--- src/hw/rtl/mips_overlay_relocator_assert.svh ---
// ----------------------------------------------------------------------------
// mips_overlay_relocator_assert.svh
// assertion macros used by the relocator rtl
// ----------------------------------------------------------------------------
`ifndef MIPS_OVERLAY_RELOCATOR_ASSERT_SVH
`define MIPS_OVERLAY_RELOCATOR_ASSERT_SVH

// same-cycle implication, checked outside reset
`define MOR_ASSERT_NOW(label, ante, cons) \
    label: assert property (@(posedge i_clk) disable iff (!i_rst_n) (ante) |-> (cons)) \
        else $error("relocator check failed");

// next-cycle implication, checked outside reset
`define MOR_ASSERT_NEXT(label, ante, cons) \
    label: assert property (@(posedge i_clk) disable iff (!i_rst_n) (ante) |=> (cons)) \
        else $error("relocator check failed");

`endif

--- src/hw/rtl/mor_pkg.sv ---
`timescale 1ns / 1ps
// ----------------------------------------------------------------------------
// mor_pkg
// constants and types for the mips overlay relocator
// ----------------------------------------------------------------------------
package mor_pkg;

    // register file of remembered lui words, one entry per mips register
    localparam int REG_COUNT = 32;
    localparam int REG_IDX_W = $clog2(REG_COUNT);

    // configuration register indexes
    localparam int CFG_IDX_W = 2;
    localparam logic [CFG_IDX_W-1:0] CFG_LOAD_BASE = 2'd0;
    localparam logic [CFG_IDX_W-1:0] CFG_LINK_BASE = 2'd1;
    localparam logic [CFG_IDX_W-1:0] CFG_TEXT_SIZE = 2'd2;
    localparam logic [CFG_IDX_W-1:0] CFG_DATA_SIZE = 2'd3;

    // section selectors
    localparam logic [1:0] SEC_NULL   = 2'd0;
    localparam logic [1:0] SEC_TEXT   = 2'd1;
    localparam logic [1:0] SEC_DATA   = 2'd2;
    localparam logic [1:0] SEC_RODATA = 2'd3;

    // elf mips relocation types
    localparam logic [5:0] RELOC_ABS32  = 6'd2;
    localparam logic [5:0] RELOC_JUMP26 = 6'd4;
    localparam logic [5:0] RELOC_HI16   = 6'd5;
    localparam logic [5:0] RELOC_LO16   = 6'd6;

    // kseg0 segment bits for jump targets
    localparam logic [3:0] KSEG0_TOP = 4'h8;

    // one write beat on the result side
    typedef struct packed {
        logic [31:0] addr;
        logic [31:0] data;
        logic        last;
    } t_beat;

endpackage

--- src/hw/rtl/mips_overlay_relocator.sv ---
`timescale 1ns / 1ps
// ----------------------------------------------------------------------------
// mips_overlay_relocator
// applies one mips elf relocation per input beat and emits patched words
// ----------------------------------------------------------------------------
//  channel   direction  tdata (low bit up)                tlast
//  s         in         reloc_word, target_word           table_last
//  m         out        write_addr, write_data            last
//  cfg       in         wdata: load/link base, sizes      -
//
//  an accepted beat is held in the input register, worked out and placed
//  in the result register when it advances; a lo16 item that passes its
//  check gives two write beats through the one result port, so a later
//  item that writes waits for the second beat; other types go at one item
//  per cycle while the output is not stalled; reset clears the valid flags
//  and the configuration; the lui entries are not cleared and need no pass
//  while a result waits, the input side takes a beat only when the input
//  register is empty or holds an item that writes nothing
// ----------------------------------------------------------------------------
`include "mips_overlay_relocator_assert.svh"

module mips_overlay_relocator (
    input  logic                         i_clk,
    input  logic                         i_rst_n,
    // input stream
    input  logic                         i_s_tvalid,
    output logic                         o_s_tready,
    input  logic [63:0]                  i_s_tdata,   // reloc_word, target_word
    input  logic                         i_s_tlast,   // table_last
    // output stream
    output logic                         o_m_tvalid,
    input  logic                         i_m_tready,
    output logic [63:0]                  o_m_tdata,   // write_addr, write_data
    output logic                         o_m_tlast,   // last
    // configuration writes
    input  logic                         i_cfg_we,
    input  logic [mor_pkg::CFG_IDX_W-1:0] i_cfg_idx,
    input  logic [31:0]                  i_cfg_wdata
);

    // configuration and derived bases
    logic [31:0] r_load_base;
    logic [31:0] r_link_base;
    logic [23:0] r_text_size;
    logic [23:0] r_data_size;
    logic [31:0] r_data_base;
    logic [31:0] r_rodata_base;
    logic [31:0] r_delta;

    // input register
    logic        r_in_valid;
    logic [31:0] r_in_rel;
    logic [31:0] r_in_word;

    // lui register file
    logic [31:0] r_hi_addr [mor_pkg::REG_COUNT];
    logic [31:0] r_hi_orig [mor_pkg::REG_COUNT];
    logic [31:0] r_hi_now  [mor_pkg::REG_COUNT];

    // result register and second beat
    logic                r_out_valid;
    mor_pkg::t_beat      r_out;
    logic                r_pend_valid;
    mor_pkg::t_beat      r_pend;

    // working signals
    logic [5:0]                    w_type;
    logic [31:0]                   w_base;
    logic [31:0]                   w_addr;
    logic [mor_pkg::REG_IDX_W-1:0] w_rs;
    logic [mor_pkg::REG_IDX_W-1:0] w_rt;
    logic [31:0]                   w_lo_ext;
    logic [31:0]                   w_e_addr;
    logic [31:0]                   w_e_orig;
    logic [31:0]                   w_e_now;
    logic [31:0]                   w_chk;
    logic [31:0]                   w_r;
    logic [15:0]                   w_hi16;
    logic [31:0]                   w_jtgt;
    logic [31:0]                   w_lui;
    logic [1:0]                    w_n;
    logic                          w_hi_wr;
    logic                          w_now_wr;
    mor_pkg::t_beat                w_b0;
    mor_pkg::t_beat                w_b1;
    logic                          w_out_free;
    logic                          w_adv;

    // configuration writes
    always_ff @(posedge i_clk) begin
        if (!i_rst_n) begin
            r_load_base <= '0;
            r_link_base <= '0;
            r_text_size <= '0;
            r_data_size <= '0;
        end else if (i_cfg_we) begin
            case (i_cfg_idx)
                mor_pkg::CFG_LOAD_BASE: r_load_base <= i_cfg_wdata;
                mor_pkg::CFG_LINK_BASE: r_link_base <= i_cfg_wdata;
                mor_pkg::CFG_TEXT_SIZE: r_text_size <= i_cfg_wdata[23:0];
                mor_pkg::CFG_DATA_SIZE: r_data_size <= i_cfg_wdata[23:0];
                default: ;
            endcase
        end
    end

    // section bases and rebase offset, registered from the configuration registers
    always_ff @(posedge i_clk) begin
        if (!i_rst_n) begin
            r_data_base   <= '0;
            r_rodata_base <= '0;
            r_delta       <= '0;
        end else begin
            r_data_base   <= r_load_base + {8'd0, r_text_size};
            r_rodata_base <= r_load_base + {8'd0, r_text_size} + {8'd0, r_data_size};
            r_delta       <= r_load_base - r_link_base;
        end
    end

    // input handshake
    assign o_s_tready = !r_in_valid || w_adv;

    always_ff @(posedge i_clk) begin
        if (!i_rst_n) begin
            r_in_valid <= 1'b0;
        end else if (o_s_tready) begin
            r_in_valid <= i_s_tvalid;
        end
    end

    always_ff @(posedge i_clk) begin
        if (o_s_tready && i_s_tvalid) begin
            r_in_rel  <= i_s_tdata[31:0];
            r_in_word <= i_s_tdata[63:32];
        end
    end

    // target address from section base
    assign w_type = r_in_rel[29:24];

    always_comb begin
        case (r_in_rel[31:30])
            mor_pkg::SEC_TEXT:   w_base = r_load_base;
            mor_pkg::SEC_DATA:   w_base = r_data_base;
            mor_pkg::SEC_RODATA: w_base = r_rodata_base;
            default:             w_base = '0;
        endcase
    end

    assign w_addr = w_base + {8'd0, r_in_rel[23:0]};

    // register file lookup for the lo16 pairing
    assign w_rs     = r_in_word[25:21];
    assign w_rt     = r_in_word[20:16];
    assign w_e_addr = r_hi_addr[w_rs];
    assign w_e_orig = r_hi_orig[w_rs];
    assign w_e_now  = r_hi_now[w_rs];
    assign w_lo_ext = {{16{r_in_word[15]}}, r_in_word[15:0]};

    // lo16 rebase and lui carry
    assign w_chk  = {w_e_now[15:0], 16'd0} + w_lo_ext;
    assign w_r    = {w_e_orig[15:0], 16'd0} + w_lo_ext + r_delta;
    assign w_hi16 = w_r[31:16] + {15'd0, w_r[15]};
    assign w_lui  = {w_e_now[31:16], w_hi16};

    // jump target placed in kseg0 and rebased
    assign w_jtgt = {mor_pkg::KSEG0_TOP, r_in_word[25:0], 2'b00} + r_delta;

    // per-type result selection
    always_comb begin
        w_n      = 2'd0;
        w_hi_wr  = 1'b0;
        w_now_wr = 1'b0;
        w_b0     = '{addr: w_addr, data: r_in_word + r_delta, last: 1'b1};
        w_b1     = '{addr: w_addr, data: {r_in_word[31:16], w_r[15:0]}, last: 1'b1};
        case (w_type)
            mor_pkg::RELOC_ABS32: begin
                if (r_in_word[27:24] == 4'd0) begin
                    w_n = 2'd1;
                end
            end
            mor_pkg::RELOC_JUMP26: begin
                w_n       = 2'd1;
                w_b0.data = {r_in_word[31:26], w_jtgt[27:2]};
            end
            mor_pkg::RELOC_HI16: begin
                w_hi_wr = 1'b1;
            end
            mor_pkg::RELOC_LO16: begin
                if (w_chk[27:24] == 4'd0) begin
                    w_n      = 2'd2;
                    w_now_wr = 1'b1;
                    w_b0     = '{addr: w_e_addr, data: w_lui, last: 1'b0};
                end
            end
            default: ;
        endcase
    end

    // advance when the item writes nothing or the result side can take every beat of it
    assign w_out_free = !r_pend_valid && (!r_out_valid || i_m_tready);
    assign w_adv      = r_in_valid && ((w_n == 2'd0) || w_out_free);

    // register file update
    always_ff @(posedge i_clk) begin
        if (w_adv && w_hi_wr) begin
            r_hi_addr[w_rt] <= w_addr;
            r_hi_orig[w_rt] <= r_in_word;
            r_hi_now[w_rt]  <= r_in_word;
        end else if (w_adv && w_now_wr) begin
            r_hi_now[w_rs]  <= w_lui;
        end
    end

    // result register and second beat
    always_ff @(posedge i_clk) begin
        if (!i_rst_n) begin
            r_out_valid  <= 1'b0;
            r_pend_valid <= 1'b0;
        end else if (w_adv && (w_n != 2'd0)) begin
            r_out_valid  <= 1'b1;
            r_pend_valid <= (w_n == 2'd2);
        end else if (r_out_valid && i_m_tready) begin
            r_out_valid  <= r_pend_valid;
            r_pend_valid <= 1'b0;
        end
    end

    always_ff @(posedge i_clk) begin
        if (w_adv && (w_n != 2'd0)) begin
            r_out  <= w_b0;
            r_pend <= w_b1;
        end else if (r_out_valid && i_m_tready && r_pend_valid) begin
            r_out  <= r_pend;
        end
    end

    // output port
    assign o_m_tvalid = r_out_valid;
    assign o_m_tdata  = {r_out.data, r_out.addr};
    assign o_m_tlast  = r_out.last;

    // checks
    `MOR_ASSERT_NOW(a_pend_behind_out, r_pend_valid, r_out_valid)
    `MOR_ASSERT_NOW(a_lui_beat_first, r_pend_valid, !r_out.last)
    `MOR_ASSERT_NEXT(a_second_beat_follows, r_out_valid && i_m_tready && r_pend_valid,
        r_out_valid && r_out.last && !r_pend_valid)
    `MOR_ASSERT_NEXT(a_stalled_item_held, r_in_valid && !w_adv,
        r_in_valid && $stable(r_in_rel) && $stable(r_in_word))

endmodule
--- config.mk ---
export PLATFORM = sky130hd
export DESIGN_NAME = mips_overlay_relocator
export DESIGN_NICKNAME = d
export VERILOG_FILES = /design/src/hw/rtl/mor_pkg.sv /design/src/hw/rtl/mips_overlay_relocator.sv
export VERILOG_INCLUDE_DIRS = /design/src /design/src/hw/rtl
export SDC_FILE = /design/constraint.sdc
export NUM_CORES = 2
export LEC_CHECK = 0
export BUFFER_PORTS_ARGS = -buffer_cell sky130_fd_sc_hd__buf_2
export CAP_MARGIN = 15
export CORE_MARGIN = 2
export CORE_UTILIZATION = 35
export CTS_CLUSTER_DIAMETER = 60
export DETAILED_ROUTE_END_ITERATION = 8
export PLACE_DENSITY = 0.49
export SLEW_MARGIN = 10
export SYNTH_ARGS = -nofsm -noshare
export SYNTH_HDL_FRONTEND = slang
export SYNTH_SLANG_ARGS = --single-unit
--- constraint.sdc ---
create_clock -name i_clk -period 11.8 [get_ports i_clk]
set_input_delay 2.36 -clock i_clk [delete_from_list [all_inputs] [get_ports i_clk]]
set_output_delay 2.36 -clock i_clk [all_outputs]
set_load 0.02 [all_outputs]
==> impl_results.md <==
- Clk_lat worst skew: 0.91 ns
- First-pass GRT wire length: ~500000 um
- Finished Cell Area: between 100000 and 150000 um2
- TritonCTS Sinks: 2841
- Cell leakage power: between 40 and 50 nW
- Critical path peak fanout: 37
- I/O Buffers: ~170
- Vias per Instance: 5.52
- Max Clk Rate: 0.110 GHz
- Hold/Removal Path Class: flop to flop
- Post-DP HPWL: 207000 um
- Global routing usage on met2: 0.325
- Die width: 584 um
- Seq/Total Area, Yosys: 0.706
- Slew Limit Fails: 0
- Placed cells: 11.0k
- Layout Cells excl Fill: 11.6k
- Post-Syn Instances: 6493
- Mapped Avg Cell Area: 18.1 um2
- Initial antenna violation count: 15
- I/O pins: 171
- Synth Area in XOR/XNOR: 0.0136
- Fraction of the mapped netlist area in simple logic gates: 0.0442
- Die Height: 584 um
- Max incr delay on CP: 0.68 ns
- Tightest Pin Transition: ~1.2 ns
- Clk buf depth: 4
- Yosys reg bits: 2841
- Vias in the first global route: 64.9k
- Most used DFF post-synth: edfxtp_1
- Largest net degree at the start of global routing: 106
- Post-DP Area: about 130000 um2
- Worst-path clk slew: 0.06 ns
- Routed wire per std cell: a little over 30 um
- Adder-cell area share of the yosys netlist: 0.0275
- Dpl ws: 3.36 ns
- CTS Buf Count: around 320
- Crit path cell chain: buf_4, mux4_2, mux4_2, nand2_1, nand2_1, ha_1, and4_1, a31oi_1, a31oi_1, or3_1, o221ai_1, xor2_1, o211ai_4, buf_4, or2_1, a311o_1, buf_2
- Global routing's busiest layer: met2
- GPL Wtd Cong: 0.875
- Setup Fix Bufs, Post-CTS: 0
- Main combinational cell family by area after synthesis: multiplexers
- H-tree levels: 5
- Critical Path AT: 6.73 ns
- GRT overflow: 0
- Peak supply drop: about 0.00011 V
- FP Rows: roughly 210
- Met3 Usage GRT: 0.0403
- Post-route minimum period: 9.09 ns
- Total global-route track usage: 0.202
- Starting Density: 0.351
- Compound-Gate Fraction of Synth Area: 0.0428
- Core box area: 336000 um2
- Final hold violation count: 0
- Resized Gates After CTS: 0
- Max_cap viols: 0
- CTS tree: built
- WP data required: 9.44 ns
- DRT Pass-1 Iters: 5
- EDFF count, synth: 2625
- Pwr per Cell Area: 177 nW/um2
- WS Path Type: flop to output pin
- Mapped cell area: 118000 um2
- Worst Skew: about 0.09 ns
- Post-route setup slack: 2.71 ns
- Slowest cell on the critical path: dfxtp_4
- RSZ-0062 raised after global routing: false
- DR DRC count: 0
- Layout area overhead: 15.2%
- CTS root buf: clkbuf_16
- Post-synthesis cell type count: between 80 and 90
- Met1 GRT Util: 0.278
- Status: finished clean
- Crit start category: flop
- Detailed-route via count: 63.8k
- Layout net count: 7238
- DRT Wirelength: 350000 um
- Synthesized Nets: 6834
- Slew HR: 0.200
- Synth warn: 0
- Final period util: 0.771
- Remaining antenna violation count: 0
- Layout cells sized above 1: 0.250
- Fraction of registers with async set/reset: 0
- Post-synthesis mux area share: 0.153
- Crit. End Element: output pin
- Hold-fix buffers, CTS: 0
- Die Area: 341000 um2
- Setup TNS: 0 ns
- Final setup viols: 0
- DR iter-0 viols: 6439
- Total power: 24.1 mW
## metrics by stage
step | hold slack (ns) | utilization
floorplan | 0.436 | -
global route | 0.470 | 0.404
detailed placement | 0.448 | 0.374
CTS | 0.455 | 0.404
finish | 0.454 | 0.404
global placement | 0.445 | 0.374
## cells in the mapped netlist (60+ instances only)
cell | n | area share
clkbuf_1 | 191 | 0.0061
mux4_2 | 754 | 0.14
nand2_1 | 594 | 0.019
xor2_1 | 70 | 0.0052
nor2_1 | 250 | 0.0080
inv_1 | 100 | 0.0032
o21ai_0 | 175 | 0.0074
nand3_1 | 74 | 0.0031
edfxtp_1 | 2625 | 0.67
xnor2_1 | 113 | 0.0084
buf_2 | 60 | 0.0025
a21o_1 | 70 | 0.0045
ha_1 | 201 | 0.021
dfxtp_1 | 216 | 0.037
a21oi_1 | 277 | 0.012
## layout make-up
class	count	area [um2]
clock inverter	171	1530
antenna	5	12.5
sequential	2841	83200
timing repair buffer	379	2590
inverter	102	408
fill	30242	200000
clock buffer	408	8680
multi-input combinational	3252	33900
tap	4407	5510
## worst paths after layout
| kind | from | end | slack, ns | cells past startpoint |
|---|---|---|---|---|
| min reg2reg | r_link_base[7] | r_link_base[7] | 0.45 | 2 |
| min | r_link_base[7] | r_link_base[7] | 0.45 | 2 |
| max reg2reg | flop | r_hi_now[7][6] | 3.25 | 20 |
| max | flop | o_s_tready | 2.71 | 17 |
## metal layers
layer,vias up,share of wire
met4,4,0.027
met3,487,0.068
met2,2142,0.47
met5,-,0.000066
met1,34205,0.43
li1,26948,-
## cells in the final DEF, fill, tap and decap left out, types with 36 or more instances in the layout
| cell type | count |
|---|---|
| fa_1 | 36 |
| clkinv_2 | 48 |
| nand2_1 | 593 |
| xnor2_1 | 99 |
| xor2_1 | 59 |
| nor3_1 | 56 |
| nand3_1 | 74 |
| a21oi_1 | 275 |
| o21ai_0 | 167 |
| nor2_4 | 66 |
| a21o_1 | 69 |
| inv_1 | 96 |
| buf_2 | 169 |
| mux4_2 | 754 |
| clkinv_1 | 61 |
| edfxtp_1 | 2625 |
| mux2_2 | 58 |
| dfxtp_1 | 211 |
| buf_4 | 196 |
| ha_1 | 201 |
| clkbuf_1 | 70 |
| clkbuf_16 | 334 |
| nor2_1 | 182 |
| and2_1 | 41 |
## power breakdown
group / total (mW) / leakage (nW) / switching [mW] / internal (mW)
Clock: 9.75 / 4.98 / 4.08 / 5.67
Sequential: 11.3 / 25.7 / 0.122 / 11.2
Combinational: 2.97 / 14.2 / 1.83 / 1.14
Total: 24.1 / 44.9 / 6.04 / 18.0
## logic make-up after synthesis
logic type               after synthesis
adder cells (fa/ha/maj)              238
AO/OA/AOI/OAI                        803
multiplexers                         845
AND/OR/NAND/NOR                     1183
buffers and inverters                400
XOR/XNOR                             183
flip-flops                          2841
## registers in the layout (all words and copies together) (netlist names), 64 cells and up, named ones only
signal and count:
r_hi_orig 512, r_hi_addr 1024, o_m_tdata 64, r_hi_now 896, r_pend 64
## critical path, delay by kind of cell (launching register included)
kind                       cells  cell delay, ns
adders and majority gates      1            0.31
buffers and inverters          3            1.10
muxes                          2            0.88
and+or+nand+nor                5            1.18
xor gates and xnor gates       1            0.26
AOI/OAI and AO/OA              5            1.30
DFF                            1            0.68
(Power assumes the default switching activity.)
